<file path="src/hdl/wws_pkg.sv">
package wws_pkg;

    // Defaults for the top-level parameters.
    localparam int TABLE_DEPTH_DEF = 1024;
    localparam int SAMPLE_BITS_DEF = 16;

    // Fixed field widths.
    localparam int POS_BITS   = 16;
    localparam int WIN_BITS   = 16;
    localparam int TADDR_BITS = 10;
    localparam int LG_BITS    = 4;

    // The interpolated window is a Q.31 value and fits in 34 signed bits.
    localparam int WSUM_BITS = 34;
    localparam int FRAC_BITS = 16;
    localparam logic [FRAC_BITS:0] FRAC_ONE = 17'h10000;

    // Limits and reset value of the table length register.
    localparam logic [LG_BITS-1:0] LG_MIN   = 4'd1;
    localparam logic [LG_BITS-1:0] LG_MAX   = 4'd10;
    localparam logic [LG_BITS-1:0] LG_RESET = 4'd10;

    // Configuration port.
    localparam int CFG_IDX_BITS  = 1;
    localparam int CFG_DATA_BITS = 4;
    localparam logic [CFG_IDX_BITS-1:0] REG_MODE     = 1'b0;
    localparam logic [CFG_IDX_BITS-1:0] REG_LEN_LOG2 = 1'b1;

    localparam logic MODE_INTERP = 1'b0;
    localparam logic MODE_FAST   = 1'b1;

    localparam logic KIND_SAMPLE = 1'b0;
    localparam logic KIND_WRITE  = 1'b1;

endpackage

</file>
<file path="src/hdl/wws_scale.sv">
module wws_scale
    import wws_pkg::*;
#(
    parameter int SAMPLE_BITS = SAMPLE_BITS_DEF
) (
    input  logic                          aclk,
    input  logic                          aresetn,
    input  logic                          en,
    input  logic                          in_valid,
    input  logic signed [SAMPLE_BITS-1:0] sample,
    input  logic signed [WSUM_BITS-1:0]   window,
    output logic                          out_valid,
    output logic signed [SAMPLE_BITS-1:0] scaled
);

    localparam int PROD_BITS = SAMPLE_BITS + WSUM_BITS;
    localparam int WIDE_BITS = PROD_BITS - 31;
    localparam logic signed [WIDE_BITS-1:0] SAT_MAX =
        WIDE_BITS'((64'd1 << (SAMPLE_BITS - 1)) - 64'd1);
    localparam logic signed [WIDE_BITS-1:0] SAT_MIN = -SAT_MAX - WIDE_BITS'(1);

    logic                          vp_reg;
    logic                          vo_reg;
    logic signed [PROD_BITS-1:0]   prod_reg;
    logic signed [SAMPLE_BITS-1:0] scaled_reg;
    logic signed [SAMPLE_BITS-1:0] scaled_next;
    logic signed [WIDE_BITS-1:0]   shifted;

    // Dropping the low 31 bits of a two's complement product rounds towards minus infinity.
    assign shifted = prod_reg[PROD_BITS-1:31];

    always_comb begin
        if (shifted > SAT_MAX) begin
            scaled_next = SAT_MAX[SAMPLE_BITS-1:0];
        end else if (shifted < SAT_MIN) begin
            scaled_next = SAT_MIN[SAMPLE_BITS-1:0];
        end else begin
            scaled_next = shifted[SAMPLE_BITS-1:0];
        end
    end

    always_ff @(posedge aclk) begin
        if (!aresetn) begin
            vp_reg <= 1'b0;
            vo_reg <= 1'b0;
        end else if (en) begin
            vp_reg <= in_valid;
            vo_reg <= vp_reg;
        end
    end

    always_ff @(posedge aclk) begin
        if (en) begin
            prod_reg   <= sample * window;
            scaled_reg <= scaled_next;
        end
    end

    assign out_valid = vo_reg;
    assign scaled    = scaled_reg;

endmodule

</file>
<file path="config.mk">
export PLATFORM = sky130hd
export DESIGN_NAME = wws_scale
export DESIGN_NICKNAME = d
export VERILOG_FILES = /design/src/hdl/wws_pkg.sv /design/src/hdl/wws_scale.sv
export SDC_FILE = /design/constraint.sdc
export NUM_CORES = 1
export LEC_CHECK = 0
export BUFFER_PORTS_ARGS = -buffer_cell sky130_fd_sc_hd__buf_2
export CAP_MARGIN = 20
export CORE_MARGIN = 5
export CORE_UTILIZATION = 65
export CTS_CLUSTER_DIAMETER = 150
export DETAILED_ROUTE_END_ITERATION = 8
export PLACE_DENSITY_LB_ADDON = 0.25
export SKIP_CTS_REPAIR_TIMING = 1
export SYNTH_ARGS = -nofsm -noshare
export SYNTH_HDL_FRONTEND = slang
export SYNTH_SLANG_ARGS = --single-unit
</file>
<file path="constraint.sdc">
create_clock -name aclk -period 16.9 [get_ports aclk]
set_input_delay 3.38 -clock aclk [delete_from_list [all_inputs] [get_ports aclk]]
set_output_delay 3.38 -clock aclk [all_outputs]
set_load 0.005 [all_outputs]
</file>
==> results.toml, run 1 <==
[clock_tree]
cts_tree = "yes"
root_buffer = "clkbuf_16"
path_clk_slew_ns = 0.05
cts_buffers = 5
ctsHtreeMaxLevel = 2
numClockSinks = 37
clock_latency_ns = 0.27
cts_buffer_depth = 2

[routing]
drc = 0
firstDrtPassIters = 6
wl_per_cell_um = 18.7
detail-route-antenna-nets = 0
num_vias = 14000
drtIter0Drc = 902
viasPerCell = 5.60
wirelength_um = 46500

[synthesis]
yosysWarnings = 0
yosysSeqAreaShare_pct = 5.59
synth-seq-cells = 37
synthArstFlopShare_pct = 0
ys_types = 63
syn_nets = 2800
ys.flop_type = "edfxtp_1"
synth_edf_count = 35
avgSynthCellArea_um2 = 9.21
synth.cell_area_mm2 = 0.0195
synthCells = 2118

[sta]
setup_viol = 0
finalHoldViolCount = 0
skew_ns = 0.00296
rsz0062_at_grt = "false"
drv_slew = 0
period_share_pct = 57.0
fmax_ghz = 0.104
slew-limit-headroom_pct = 33.1
fin_crit_ns = 9.64
worst_pin_slew_ns = 1.00
tns_ns = 0

[placed_design]
globalplace.congestion = 0.928
hpwlAfterDp_um = 37300
io_buffers = 70

[worst_setup_path]
rrSetupSlack_ns = 15.35
arrival_ns = 9.66
cp_top_family = "adder cells"
worstReg2RegEnd = "scaled[2]$_SDFFCE_PN1P_"
crit-reg2reg-launch = "prod_reg[49]$_DFFE_PP_"
worst-path-buf-inv = 4
required_ns = 16.92
cp-start-kind = "input pin"
crit_fanout = 34
cp_cell_sequence = "buf_2 > nand2_1 > inv_1 > fa_1 > fa_1 > fa_1 > fa_1 > fa_1 > inv_1 > fa_1 > inv_1 > ha_1 > a21o_1 > a21o_1 > a21o_1 > a221oi_1 > o22ai_1 > or3_1 > xnor2_1"
worst_path_max_delay_cell = "fa_1"
path_class = "in -> reg"
r2r_cells = 2
setup.worst_path.end_class = "register"
cp_common_cell = "fa_1"
critical-path-max-stage-delay_ns = 0.82

[hold_path]
min_path_cells = 2
whs_endpoint = "out_valid$_SDFFE_PN0P_"
hold_path.class = "reg -> reg"
min-delay-start = "out_valid$_SDFFE_PN0P_"

[global_route]
grt_max_degree = 38
overflow = 0
globalRouteMet1Util_pct = 39.7
grt_pass1_vias = 16000
antenna_found_initial = 0
met3_usage_pct = 4.78
grtUsageTotal_pct = 29.7
grtUsageMet2_pct = 51.7
grt_pass1_wl_um = 79500
grt_busiest_layer = "met2"

[finish]
num_antenna_cells = 0
drive_above_1_share_pct = 4.13
layout_common_cells = "inv_1, fa_1, nand2_1, and2_1, ha_1"
largest_reg_flops = 19
nets = 2785
syn2layout_area_growth_pct = 3.35
layout_commonest_cell = "inv_1"

[floorplanning]
dieHeight_um = 183
rows = 63
initial_core_util_pct = 65.8
io_pins = 71
die-area_mm2 = 0.0336
coreArea_mm2 = 0.0296
die_width_um = 183

[status]
outcome = "complete, no violations"

[run]
cap_violations = 0
[cells in the mapped netlist (4+ instances only)]
| master | number | area (um2) |
|---|---|---|
| inv_1 | 573 | 2150 |
| fa_1 | 513 | 10300 |
| nand2_1 | 311 | 1170 |
| and2_1 | 214 | 1340 |
| ha_1 | 115 | 1440 |
| clkbuf_1 | 91 | 342 |
| nor2_1 | 52 | 195 |
| edfxtp_1 | 35 | 1050 |
| xnor2_1 | 22 | 193 |
| a21oi_1 | 20 | 100 |
| o21a_1 | 19 | 143 |
| a21o_1 | 11 | 82.6 |
| o21ai_0 | 11 | 55.1 |
| nand3_1 | 10 | 50.1 |
| nand4_1 | 10 | 62.6 |
| nor3_1 | 9 | 45.0 |
| a211oi_1 | 7 | 52.6 |
| and4_1 | 7 | 61.3 |
| o21ai_1 | 7 | 35.0 |
| and3_1 | 6 | 37.5 |
| a31oi_1 | 5 | 31.3 |
| nand2b_1 | 5 | 31.3 |
| nor2b_1 | 5 | 31.3 |
| xor2_1 | 5 | 43.8 |
| nor3b_1 | 4 | 30.0 |
[worst min-delay path: stages, from the launching register on]
cell,delay [ns]
dfxtp_1,0.32
mux2i_1,0.06
nor2b_1,0.09
[metal layers]
| layer | share of wire, % | vias up |
|---|---|---|
| met1 | 39 | 7213 |
| met4 | 2.3 | 0 |
| met5 | 0 | - |
| li1 | - | 6069 |
| met2 | 50 | 589 |
| met3 | 8.4 | 104 |
[how the worst max path moves through the flow]
stage	start	end	slack [ns]	cells past startpoint
2_1_floorplan	sample[1]	prod_reg[49]$_DFFE_PP_	7.66	20
3_3_place_gp	sample[4]	prod_reg[49]$_DFFE_PP_	7.22	19
3_5_place_dp	sample[1]	prod_reg[49]$_DFFE_PP_	7.02	19
4_1_cts	sample[4]	prod_reg[49]$_DFFE_PP_	7.32	19
5_1_grt	sample[4]	prod_reg[49]$_DFFE_PP_	7.04	19
6_report	sample[1]	prod_reg[49]$_DFFE_PP_	7.26	19
[logic make-up (layout without fill, tap and decap cells)]
family                   after synthesis  count (layout)  synth area share (%)
buffers and inverters                667             653                  12.8
flip-flops                            37              37                  5.59
multiplexers                           3               3                 0.154
adder cells (fa/ha/maj)              628             628                  60.0
AO/OA/AOI/OAI                        110             110                  4.00
XOR/XNOR                              27              27                  1.21
AND/OR/NAND/NOR                      646             646                  16.2
[per-stage QoR]
stage	worst slack (ns)	instance area, um2	utilization [%]	cells	hold WS, ns
4_1_cts	7.32	20200	68.0	2494	0.518
3_5_place_dp	7.02	20000	67.5	2486	0.503
5_1_grt	7.04	20200	68.0	2494	0.544
3_3_place_gp	7.22	20000	67.5	2485	0.493
2_1_floorplan	7.66	19500	-	2118	0.482
6_report	7.26	20200	68.0	2494	0.516
[layout make-up]
type | instances | area (um2)
Timing Repair Buffer | 71 | 378
Sequential cell | 37 | 1090
Clock inverter | 2 | 10.0
Multi-Input combinational cell | 1414 | 15900
Tap cell | 390 | 488
Inverter | 574 | 2150
Fill cell | 2402 | 9480
Clock buffer | 6 | 129
Power of run 1 is not shown: default switching activity piles up to over one toggle a cycle in this logic, so the estimate is an artifact.
==> inputs of run 2 (changes only) <==
--- a/config.mk
+++ b/config.mk
@@ -5,6 +5,7 @@
 export SDC_FILE = /design/constraint.sdc
 export NUM_CORES = 1
 export LEC_CHECK = 0
+export ABC_AREA = 1
 export BUFFER_PORTS_ARGS = -buffer_cell sky130_fd_sc_hd__buf_2
 export CAP_MARGIN = 20
 export CORE_MARGIN = 5
==> constraint.sdc (replaced) <==
create_clock -name aclk -period 8.9 [get_ports aclk]
set_input_delay 1.78 -clock aclk [delete_from_list [all_inputs] [get_ports aclk]]
set_output_delay 1.78 -clock aclk [all_outputs]
set_load 0.005 [all_outputs]
==> run 2 against run 1 <==
- die area up 7.9%
- critical path depth up 2
- first-iteration DRC count up 19%
- synthesized area is 8.3% higher
- largest cell class unchanged
==> results.toml, run 2 <==
[status]
outcome = "complete, no violations"

[clock_tree]
ctsHtreeMaxLevel = 2
root_buffer = "clkbuf_16"
cts_buffers = 5
cts_tree = "yes"
path_clk_slew_ns = 0.06
cts_buffer_depth = 2
clock_latency_ns = 0.29
numClockSinks = 37

[sta]
tns_ns = 0
drv_slew = 0
finalHoldViolCount = 0
setup_ws_ns = 1.13
slew-limit-headroom_pct = 37.6
worst_pin_slew_ns = 0.936
fmax_ghz = 0.129
period_share_pct = 87.3
fin_crit_ns = 7.77
rsz0062_at_grt = "false"
skew_ns = 0.00668
setup_viol = 0

[routing]
num_vias = 16700
viasPerCell = 5.27
detail-route-antenna-nets = 0
wl_per_cell_um = 16.6
drtIter0Drc = 1069
wirelength_um = 52600
firstDrtPassIters = 8
drc = 0

[floorplanning]
io_pins = 71
die-area_mm2 = 0.0362
rows = 66
initial_core_util_pct = 65.4
dieHeight_um = 190
coreArea_mm2 = 0.0323
die_width_um = 190

[run]
cap_violations = 0

[global_route]
grt_pass1_wl_um = 89700
overflow = 0
grt_pass1_vias = 18600
grt_max_degree = 39
antenna_found_initial = 0
grtUsageTotal_pct = 30.9

[synthesis]
synth.cell_area_mm2 = 0.0211
synth_edf_count = 35
synthCells = 2782
ys.flop_type = "edfxtp_1"
synth_top_cell_area_share_pct = 48.6
yosysWarnings = 0
synth.most_common_cell = "inv_1"
synth_area_leaders = "fa_1, inv_1, nand2_1"
yosysSeqAreaShare_pct = 5.16
ys_top_cells_by_count = "inv_1, nand2_1, fa_1"
synth-seq-cells = 37
ys_types = 26
avgSynthCellArea_um2 = 7.60
syn_nets = 3464
synthArstFlopShare_pct = 0
synth_area_leader_cell = "fa_1"

[finish]
utilization_pct = 67.3
layout_commonest_cell = "inv_1"
final_cells = 3174
syn2layout_area_growth_pct = 2.81
nets = 3413
num_antenna_cells = 0
largest_reg_flops = 19
drive_above_1_share_pct = 3.40
layout_common_cells = "inv_1, nand2_1, fa_1, nor2_1, ha_1"

[placed_design]
hpwlAfterDp_um = 44300
io_buffers = 70
place_inst = 3166
dp_slack_ns = 0.860
globalplace.congestion = 0.991

[worst_setup_path]
required_ns = 8.95
path_class = "in -> reg"
critical-path-max-stage-delay_ns = 0.75
worst_path_max_delay_cell = "fa_1"
cp_common_cell = "fa_1"
setup.worst_path.end_class = "register"
crit_fanout = 34
worst-path-buf-inv = 5
cp_cell_sequence = "buf_2 > nand2_1 > fa_1 > inv_1 > fa_1 > inv_1 > fa_1 > inv_1 > fa_1 > fa_1 > fa_1 > ha_1 > nand2_1 > nor2_1 > inv_1 > nor2_1 > nand3_1 > nor2_1 > nand2_1 > nand4_1 > nand2_1"
cp-start-kind = "input pin"
arrival_ns = 7.82
cp_top_family = "adder cells"

[hold_path]
hold_path.class = "reg -> reg"
[run 2: changes by cell type after synthesis, sizes merged, moves of 17 or more]
cell / previous run / this run
nand2: 311 / 780
inv: 573 / 888
and2: 215 / 0
nor2: 52 / 125
clkbuf: 91 / 124
nand3: 11 / 44
a21oi: 20 / 51
o21a: 20 / 1
xnor2: 22 / 5
[run 2: logic make-up (layout without fill, tap and decap cells)]
kind of cell,Yosys count,count (layout),share of synthesized area [%]
and+or+nand+nor,991,991,18.4
DFF,37,37,5.16
AOI/OAI and AO/OA,97,97,2.45
buffers and inverters,1017,967,18.1
xor gates and xnor gates,12,12,0.497
adders and majority gates,628,628,55.4
[run 2: worst paths after layout]
kind | start | to | slack (ns) | cells past startpoint
setup reg to reg | prod_reg[49]$_DFFE_PP_ | scaled[13]$_SDFFCE_PN1P_ | 7.55 | 3
setup / recovery | sample[4] | prod_reg[43]$_DFFE_PP_ | 1.13 | 21
hold / removal | vp_reg$_SDFFE_PN0P_ | out_valid$_SDFFE_PN0P_ | 0.50 | 2
hold reg to reg | vp_reg$_SDFFE_PN0P_ | out_valid$_SDFFE_PN0P_ | 0.50 | 2
[run 2: per-layer routing]
layer / vias to the layer above / wire length, um / GRT usage, %
met1: 8328 / 19800 / 37.8
met5: - / 0 / 0
met2: 648 / 27500 / 57.0
li1: 7609 / - / -
met4: 0 / 2080 / 10.9
met3: 153 / 3230 / 3.19
[run 2: final cells by class]
type	instances	area (um2)
Multi-Input combinational cell	1728	16200
Clock buffer	5	125
Inverter	888	3330
Tap cell	442	553
Clock inverter	3	46.3
Timing Repair Buffer	71	358
Sequential cell	37	1090
Fill cell	2803	10600
[run 2: worst min-delay path: cells and delay by family (launching register included)]
kind	cells	cell delay, ns
flip-flops	1	0.32
AND/OR/NAND/NOR	2	0.14
[run 2: per-stage QoR]
stage                     hold slack [ns]  cell area (um2)
after detailed placement            0.498            21600
after global routing                0.539            21700
after CTS                           0.508            21700
final                               0.502            21700
after floorplan                     0.448            21100
after global placement              0.460            21600
Power of run 2 is left out for the same reason.
